[src/rtl/iptm_pkg.sv]
// ----------------------------------------------------------------------------
// iptm_pkg
// Shared types and constants for the ip to mac learning table.
// ----------------------------------------------------------------------------
package iptm_pkg;

    localparam int TABLE_ENTRIES_DEF = 32;

    localparam int IP_W      = 32;
    localparam int MAC_W     = 48;
    localparam int STATUS_W  = 3;
    localparam int CFG_IDX_W = 1;
    localparam int S_TDATA_W = 80;
    localparam int M_TDATA_W = 48;

    typedef enum logic [1:0] {
        ST_IDLE,
        ST_CMP,
        ST_DEC
    } state_t;

    typedef enum logic [STATUS_W-1:0] {
        STAT_ADDED   = 3'd0,
        STAT_SKIPPED = 3'd1,
        STAT_FULL    = 3'd2,
        STAT_HIT     = 3'd3,
        STAT_MISS    = 3'd4
    } status_t;

    typedef enum logic {
        FUNC_LEARN  = 1'b0,
        FUNC_LOOKUP = 1'b1
    } func_t;

    typedef enum logic [CFG_IDX_W-1:0] {
        CFG_USE_FIXED = 1'b0,
        CFG_FIXED_MAC = 1'b1
    } cfg_idx_t;

    typedef struct packed {
        logic [IP_W-1:0]  ip;
        logic [MAC_W-1:0] mac;
    } entry_t;

    typedef struct packed {
        logic            shift;
        logic            cmp;
        logic            active;
        logic [IP_W-1:0] key;
    } cell_ctrl_t;

    typedef struct packed {
        logic             match;
        logic [MAC_W-1:0] mac;
    } cell_stat_t;

endpackage

[src/rtl/ip_to_mac_learning_table_unit.sv]
// ----------------------------------------------------------------------------
// ip_to_mac_learning_table_unit
// Learns ip/mac pairs from received headers and answers mac lookups.
// ----------------------------------------------------------------------------
// s_axis carries one request word: tuser is the function (learn or lookup),
// tdata holds ip then mac. m_axis returns one word per request: tuser is the
// status code, tdata the mac (zero but for a lookup hit or a fixed-mode lookup).
// cfg writes use_fixed_mac (index 0) or fixed_mac (index 1); always ready.
// The table is a row of slot cells. A new pair enters the first cell and every
// filled cell hands its pair to the next one, so slots below the fill count
// are the live entries. A request is compared in all cells at once in the
// compare step, and the registered per-cell results are merged and the table
// updated in the decide step. Each request passes accept, compare, then
// decide; a new request is taken only once the last has left decide.
// s_axis_tready stays low while a request is in flight. A stalled m_axis holds
// its word; the next request is still taken but waits in the decide step, and
// no further one is accepted until the held word is taken.
// Reset empties the table (fill count zero) and clears the configuration.
// ----------------------------------------------------------------------------
module ip_to_mac_learning_table_unit #(
    parameter int TABLE_ENTRIES = iptm_pkg::TABLE_ENTRIES_DEF
) (
    input  logic                             aclk,
    input  logic                             aresetn,
    input  logic                             s_axis_tvalid,
    output logic                             s_axis_tready,
    input  logic [iptm_pkg::S_TDATA_W-1:0]   s_axis_tdata,  // ip_addr, src_mac
    input  logic                             s_axis_tuser,  // func
    output logic                             m_axis_tvalid,
    input  logic                             m_axis_tready,
    output logic [iptm_pkg::M_TDATA_W-1:0]   m_axis_tdata,  // mac_out
    output logic [iptm_pkg::STATUS_W-1:0]    m_axis_tuser,  // status
    input  logic                             cfg_valid,
    output logic                             cfg_ready,
    input  logic [iptm_pkg::CFG_IDX_W-1:0]   cfg_index,
    input  logic [iptm_pkg::MAC_W-1:0]       cfg_data
);

    localparam int CNT_W = $clog2(TABLE_ENTRIES + 1);

    iptm_pkg::state_t state_reg, state_next;

    logic                        use_fixed_reg;
    logic [iptm_pkg::MAC_W-1:0]  fixed_mac_reg;

    logic                        func_reg;
    logic [iptm_pkg::IP_W-1:0]   key_reg;
    logic [iptm_pkg::MAC_W-1:0]  mac_in_reg;

    logic [CNT_W-1:0]            count_reg, count_next;

    logic                        m_valid_reg, m_valid_next;
    iptm_pkg::status_t           m_status_reg;
    logic [iptm_pkg::MAC_W-1:0]  m_mac_reg;

    logic                        s_accept;
    logic                        cmp_en;
    logic                        out_load;
    logic                        shift_en;
    iptm_pkg::status_t           status_next;
    logic [iptm_pkg::MAC_W-1:0]  mac_next;

    iptm_pkg::cell_ctrl_t        cell_ctrl [TABLE_ENTRIES];
    iptm_pkg::cell_stat_t        cell_stat [TABLE_ENTRIES];
    iptm_pkg::entry_t            chain     [TABLE_ENTRIES];
    iptm_pkg::entry_t            new_entry;
    logic [TABLE_ENTRIES-1:0]    match_vec;
    logic                        any_hit;
    logic [iptm_pkg::MAC_W-1:0]  hit_mac;

    assign s_accept  = s_axis_tvalid && s_axis_tready;
    assign cfg_ready = 1'b1;

    // configuration registers
    always_ff @(posedge aclk) begin
        if (!aresetn) begin
            use_fixed_reg <= 1'b0;
            fixed_mac_reg <= '0;
        end else if (cfg_valid && cfg_ready) begin
            unique case (iptm_pkg::cfg_idx_t'(cfg_index))
                iptm_pkg::CFG_USE_FIXED: use_fixed_reg <= cfg_data[0];
                iptm_pkg::CFG_FIXED_MAC: fixed_mac_reg <= cfg_data;
            endcase
        end
    end

    // request capture
    always_ff @(posedge aclk) begin
        if (s_accept) begin
            func_reg   <= s_axis_tuser;
            key_reg    <= s_axis_tdata[iptm_pkg::IP_W-1:0];
            mac_in_reg <= s_axis_tdata[iptm_pkg::IP_W +: iptm_pkg::MAC_W];
        end
    end

    // slot cells
    assign new_entry.ip  = key_reg;
    assign new_entry.mac = mac_in_reg;

    for (genvar i = 0; i < TABLE_ENTRIES; i++) begin : g_cell
        assign cell_ctrl[i].shift  = shift_en;
        assign cell_ctrl[i].cmp    = cmp_en;
        assign cell_ctrl[i].active = (count_reg > CNT_W'(i));
        assign cell_ctrl[i].key    = key_reg;
        assign match_vec[i]        = cell_stat[i].match;

        if (i == 0) begin : g_head
            iptm_cell u_cell (
                .aclk      (aclk),
                .ctrl      (cell_ctrl[i]),
                .entry_in  (new_entry),
                .entry_out (chain[i]),
                .stat      (cell_stat[i])
            );
        end else begin : g_body
            iptm_cell u_cell (
                .aclk      (aclk),
                .ctrl      (cell_ctrl[i]),
                .entry_in  (chain[i-1]),
                .entry_out (chain[i]),
                .stat      (cell_stat[i])
            );
        end
    end

    // merge of per-cell results, at most one cell matches
    always_comb begin
        hit_mac = '0;
        for (int i = 0; i < TABLE_ENTRIES; i++) begin
            hit_mac = hit_mac | cell_stat[i].mac;
        end
    end
    assign any_hit = |match_vec;

    // next state
    always_comb begin
        state_next = state_reg;
        unique case (state_reg)
            iptm_pkg::ST_IDLE: begin
                if (s_accept) begin
                    state_next = iptm_pkg::ST_CMP;
                end
            end
            iptm_pkg::ST_CMP: begin
                state_next = iptm_pkg::ST_DEC;
            end
            iptm_pkg::ST_DEC: begin
                if (!m_valid_reg || m_axis_tready) begin
                    state_next = iptm_pkg::ST_IDLE;
                end
            end
            default: begin
                state_next = iptm_pkg::ST_IDLE;
            end
        endcase
    end

    // state outputs
    always_comb begin
        s_axis_tready = 1'b0;
        cmp_en        = 1'b0;
        out_load      = 1'b0;
        unique case (state_reg)
            iptm_pkg::ST_IDLE: s_axis_tready = 1'b1;
            iptm_pkg::ST_CMP:  cmp_en = 1'b1;
            iptm_pkg::ST_DEC:  out_load = !m_valid_reg || m_axis_tready;
            default: begin
                s_axis_tready = 1'b0;
            end
        endcase
    end

    // decision
    always_comb begin
        status_next = iptm_pkg::STAT_MISS;
        mac_next    = '0;
        shift_en    = 1'b0;
        count_next  = count_reg;
        if (iptm_pkg::func_t'(func_reg) == iptm_pkg::FUNC_LEARN) begin
            if (use_fixed_reg || key_reg == '0 || any_hit) begin
                status_next = iptm_pkg::STAT_SKIPPED;
            end else if (count_reg == CNT_W'(TABLE_ENTRIES)) begin
                status_next = iptm_pkg::STAT_FULL;
            end else begin
                status_next = iptm_pkg::STAT_ADDED;
                shift_en    = out_load;
                if (out_load) begin
                    count_next = count_reg + CNT_W'(1);
                end
            end
        end else begin
            if (use_fixed_reg) begin
                status_next = iptm_pkg::STAT_HIT;
                mac_next    = fixed_mac_reg;
            end else if (key_reg != '0 && any_hit) begin
                status_next = iptm_pkg::STAT_HIT;
                mac_next    = hit_mac;
            end
        end
    end

    assign m_valid_next = out_load ? 1'b1 : (m_axis_tready ? 1'b0 : m_valid_reg);

    always_ff @(posedge aclk) begin
        if (!aresetn) begin
            state_reg   <= iptm_pkg::ST_IDLE;
            count_reg   <= '0;
            m_valid_reg <= 1'b0;
        end else begin
            state_reg   <= state_next;
            count_reg   <= count_next;
            m_valid_reg <= m_valid_next;
        end
    end

    always_ff @(posedge aclk) begin
        if (out_load) begin
            m_status_reg <= status_next;
            m_mac_reg    <= mac_next;
        end
    end

    assign m_axis_tvalid = m_valid_reg;
    assign m_axis_tuser  = m_status_reg;
    assign m_axis_tdata  = m_mac_reg;

    a_single_match: assert property (@(posedge aclk) disable iff (!aresetn)
        state_reg == iptm_pkg::ST_DEC |-> $onehot0(match_vec))
        else $error("more than one slot matched");

    a_count_range: assert property (@(posedge aclk) disable iff (!aresetn)
        count_reg <= CNT_W'(TABLE_ENTRIES))
        else $error("fill count out of range");

    a_add_counts: assert property (@(posedge aclk) disable iff (!aresetn)
        (out_load && status_next == iptm_pkg::STAT_ADDED)
        |=> count_reg == CNT_W'($past(count_reg) + CNT_W'(1)))
        else $error("added entry without count step");

    a_accept_cmp: assert property (@(posedge aclk) disable iff (!aresetn)
        s_accept |=> state_reg == iptm_pkg::ST_CMP)
        else $error("accepted word not compared");

endmodule

[src/rtl/iptm_cell.sv]
// ----------------------------------------------------------------------------
// iptm_cell
// One table slot: holds an ip/mac pair, shifts it to the next slot on insert
// and registers its own compare result against the broadcast key.
// ----------------------------------------------------------------------------
module iptm_cell (
    input  logic                aclk,
    input  iptm_pkg::cell_ctrl_t ctrl,
    input  iptm_pkg::entry_t    entry_in,
    output iptm_pkg::entry_t    entry_out,
    output iptm_pkg::cell_stat_t stat
);

    iptm_pkg::entry_t     entry_reg;
    iptm_pkg::cell_stat_t stat_reg;
    iptm_pkg::cell_stat_t stat_next;

    always_comb begin
        stat_next.match = ctrl.active && (entry_reg.ip == ctrl.key);
        stat_next.mac   = stat_next.match ? entry_reg.mac : '0;
    end

    always_ff @(posedge aclk) begin
        if (ctrl.shift) begin
            entry_reg <= entry_in;
        end
        if (ctrl.cmp) begin
            stat_reg <= stat_next;
        end
    end

    assign entry_out = entry_reg;
    assign stat      = stat_reg;

endmodule

[config.mk]
export PLATFORM = sky130hd
export DESIGN_NAME = ip_to_mac_learning_table_unit
export DESIGN_NICKNAME = d
export VERILOG_FILES = /design/src/rtl/iptm_pkg.sv /design/src/rtl/ip_to_mac_learning_table_unit.sv /design/src/rtl/iptm_cell.sv
export SDC_FILE = /design/constraint.sdc
export NUM_CORES = 2
export LEC_CHECK = 0
export ABC_AREA = 1
export BUFFER_PORTS_ARGS = -buffer_cell sky130_fd_sc_hd__buf_2
export CORE_MARGIN = 1.5
export CORE_UTILIZATION = 30
export CTS_CLUSTER_DIAMETER = 40
export DETAILED_ROUTE_END_ITERATION = 8
export HOLD_SLACK_MARGIN = 0.1
export PLACE_DENSITY = 0.52
export SLEW_MARGIN = 0
export SYNTH_ARGS = -nofsm -noshare
export SYNTH_HDL_FRONTEND = slang
export SYNTH_SLANG_ARGS = --single-unit
[constraint.sdc]
create_clock -name aclk -period 55.3 [get_ports aclk]
set_clock_uncertainty 0.15 [all_clocks]
set_input_delay 5.53 -clock aclk [delete_from_list [all_inputs] [get_ports aclk]]
set_output_delay 5.53 -clock aclk [all_outputs]
set_load 0.005 [all_outputs]
==> results.py <==
metrics = {
    "run_status": {
        "status": "complete, no violations",
    },
    "global_route": {
        "antenna_found_initial": 60,
        "grt_pass1_wl_mm": 619,
        "grt_max_degree": 189,
        "track_usage_pct": 15.2,
        "overflow": 0,
        "grt_pass1_vias": 85800,
    },
    "setup_path": {
        "crit_path_start_kind": "primary input",
        "crit_required_ns": 55.75,
        "crit_slowest_cell": "buf_4",
        "r2r_slack_ns": 48.03,
        "path_max_fanout": 152,
        "r2r-start": "key_reg[4]",
        "cpPeakStageDelay_ns": 0.82,
        "setup.worst_path.class": "in -> reg",
        "r2r_end": "g_cell[28].g_body.u_cell.entry_out[5]",
        "r2r_cells": 14,
        "cp_data_arrival_time_ns": 11.32,
        "end_kind": "register",
        "crit_chain": "buf_2, nor2_1, inv_1, nand2_1, nor2_1, nand4_1, clkinvlp_4, buf_12, buf_12, buf_4, buf_4, buf_4",
        "cpMostUsedCell": "buf_4",
    },
    "clock_network": {
        "cts_root_buf": "clkbuf_16",
        "cts_setup_buffers": 0,
        "htreeDepth": 6,
        "numCtsBuffers": 611,
        "holdBufCountCts": 0,
        "clock_path_buffers": 4,
        "clock_latency_ns": 1.07,
        "ctsResizeCount": 0,
        "numClockSinks": 4318,
        "cts_tree": "yes",
        "path_clk_slew_ns": 0.05,
    },
    "synthesis": {
        "ys_ff_latch": 4318,
        "yosysSeqAreaShare_pct": 78.3,
        "syn_nets": 11000,
        "synth-async-reset-ratio_pct": 0,
        "synth_flop_cell": "edfxtp_1",
        "synth-warning-count": 0,
        "avgSynthCellArea_um2": 15.2,
        "synth_xor_area_share_pct": 3.66,
        "yosys-mux-area-fraction_pct": 0,
        "synth_compound_area_share_pct": 1.33,
        "synth_adder_area_share_pct": 0.0304,
        "synth_simple_gate_area_share_pct": 11.7,
        "synth-edff-count": 4260,
        "synth.distinct_cells": 50,
        "synth_area_um2": 165000,
        "synth_top_family_by_area": "simple AND/OR/NAND/NOR gates",
        "synth_cells": 10900,
    },
    "sta": {
        "setup_viol": 0,
        "fin_tns_setup_ns": 0,
        "fin_crit_sh_pct": 19.6,
        "rsz0062_at_grt": "no",
        "fin_crit_ns": 10.86,
        "slew_viol_final": 0,
        "hold_viol_final": 0,
        "relSlewSlack_pct": 17.9,
        "fmax_mhz": 92.0,
        "worstMarginPinSlew_ns": 1.22,
    },
    "drt": {
        "drc": 0,
        "wl_mm": 432,
        "routed-via-count": 87000,
        "drt_iter0_drc": 8913,
        "detail_route.first_pass.iterations": 6,
        "wl_per_cell_um": 22.5,
        "via_per_inst": 4.54,
        "ant_nets": 0,
    },
    "layout": {
        "final_common_cell": "edfxtp_1",
        "nets": 11500,
        "largest_reg_flops": 2480,
        "mostFrequentLayoutCells": "4260 x edfxtp_1, 1367 x inv_1, 1003 x nor2_1, 809 x nor3_1, 617 x clkbuf_16",
        "syn2layout_area_growth_pct": 18.4,
        "n_fill_cell": 51800,
        "drive_gt1_share_pct": 16.0,
    },
    "floorplan": {
        "pin_count": 189,
        "chipWidth_um": 744,
        "core_um2": 548000,
        "rows": 272,
        "start_util_pct": 30.1,
        "die_area_um2": 554000,
        "die_h_um": 744,
    },
    "power": {
        "power_leakage_nw": 66.6,
        "ir_drop_mv": 0.0296,
        "clock_power_share_pct": 51.3,
        "swShare_pct": 21.6,
        "finalPower_mw": 7.78,
        "p_int_mw": 6.10,
        "p_seq_share_pct": 46.5,
        "power_switching_mw": 1.68,
        "comb_power_share_pct": 2.2,
        "power_density_nw_per_um2": 39.9,
    },
    "worst_hold_path": {
        "min_path_cells": 0,
        "holdPathEnd": "g_cell[19].g_body.u_cell.entry_out[30]",
        "hp-class": "reg -> reg",
        "hp-start": "g_cell[18].g_body.u_cell.entry_out[30]",
    },
    "place": {
        "port_buffers": 187,
        "gp_congestion": 0.840,
        "dp_hpwl_mm": 266,
    },
    "run": {
        "cap_violations": 0,
    },
}
-- through the flow --
stage	cell area [um2]	util, %	hold WS, ns	instances	setup slack [ns]
global placement	174000	31.8	0.268	18100	43.42
finish	195000	35.6	0.237	19200	44.44
floorplan	165000	-	0.250	10900	9.85
global route	195000	35.6	0.253	19200	44.00
detailed placement	174000	31.8	0.260	18100	43.36
CTS	195000	35.6	0.257	19200	44.45
-- power by group through the flow --
stage	clock network [mW]	logic (mW)	registers [mW]
global route	4.20	0.181	3.62
CTS	4.07	0.170	3.62
detailed placement	0	0.170	3.69
floorplan	0	0.0989	3.77
global placement	0	0.170	3.69
finish	4.00	0.169	3.62
-- layer usage --
layer	up-vias	wire length (um)	track usage, %
li1	39800	-	-
met1	43900	204000	22.4
met2	2701	190000	23.1
met3	648	26900	2.47
met4	2	10900	3.93
met5	-	13	0
-- worst max-delay path by stage --
stage	startpoint	to	slack (ns)	cells after the start
6_report	m_axis_tready	g_cell[28].g_body.u_cell.entry_out[5]	44.44	12
3_3_place_gp	m_axis_tready	g_cell[28].g_body.u_cell.entry_out[5]	43.42	12
2_1_floorplan	m_axis_tready	g_cell[0].g_head.u_cell.entry_out[0]	9.85	6
4_1_cts	m_axis_tready	g_cell[28].g_body.u_cell.entry_out[5]	44.45	12
3_5_place_dp	m_axis_tready	g_cell[28].g_body.u_cell.entry_out[5]	43.36	12
5_1_grt	m_axis_tready	g_cell[28].g_body.u_cell.entry_out[5]	44.00	12
-- cell families (layout without fill, tap and decap cells) --
kind of cell	count (synthesis)	after routing
AOI/OAI and AO/OA	363	363
xor gates and xnor gates	689	689
adders and majority gates	4	4
buffers and inverters	1859	2903
DFF	4318	4318
other	1	6
and+or+nand+nor	3633	3633
-- critical path: cells and delay by family --
family                 cells  cell delay (ns)
buffers and inverters      8             4.36
AND/OR/NAND/NOR            4             0.93
-- cell usage after synthesis (26+ instances only) --
library cell	number	area share [%]
edfxtp_1	4260	78
inv_1	1373	3.1
nor2_1	1003	2.3
nor3_1	810	2.5
nand2_1	544	1.2
xnor2_1	415	2.2
nor3_2	294	1.8
nor4_1	281	1.1
xor2_1	274	1.5
nor3b_1	204	0.93
o21ai_0	200	0.61
nand3_1	152	0.46
clkbuf_1	151	0.34
nand4_1	148	0.56
buf_2	130	0.39
buf_6	95	0.65
or2_2	90	0.34
o22ai_1	68	0.26
buf_4	66	0.30
dfxtp_1	58	0.70
nor3b_2	36	0.27
a22o_1	26	0.14
-- layout make-up --
type,count,area [um2],area share [%]
diodes,5,12.5,0.00641
clock buffers,678,15700,8.03
clock inverters,436,5370,2.75
inverters,1405,5300,2.72
multi-input cells,4690,28000,14.4
flip-flops and latches,4318,129000,66.2
well taps,7261,9080,4.66
repair buffers,384,2510,1.29
No activity file was read; power rests on OpenSTA's default activity.
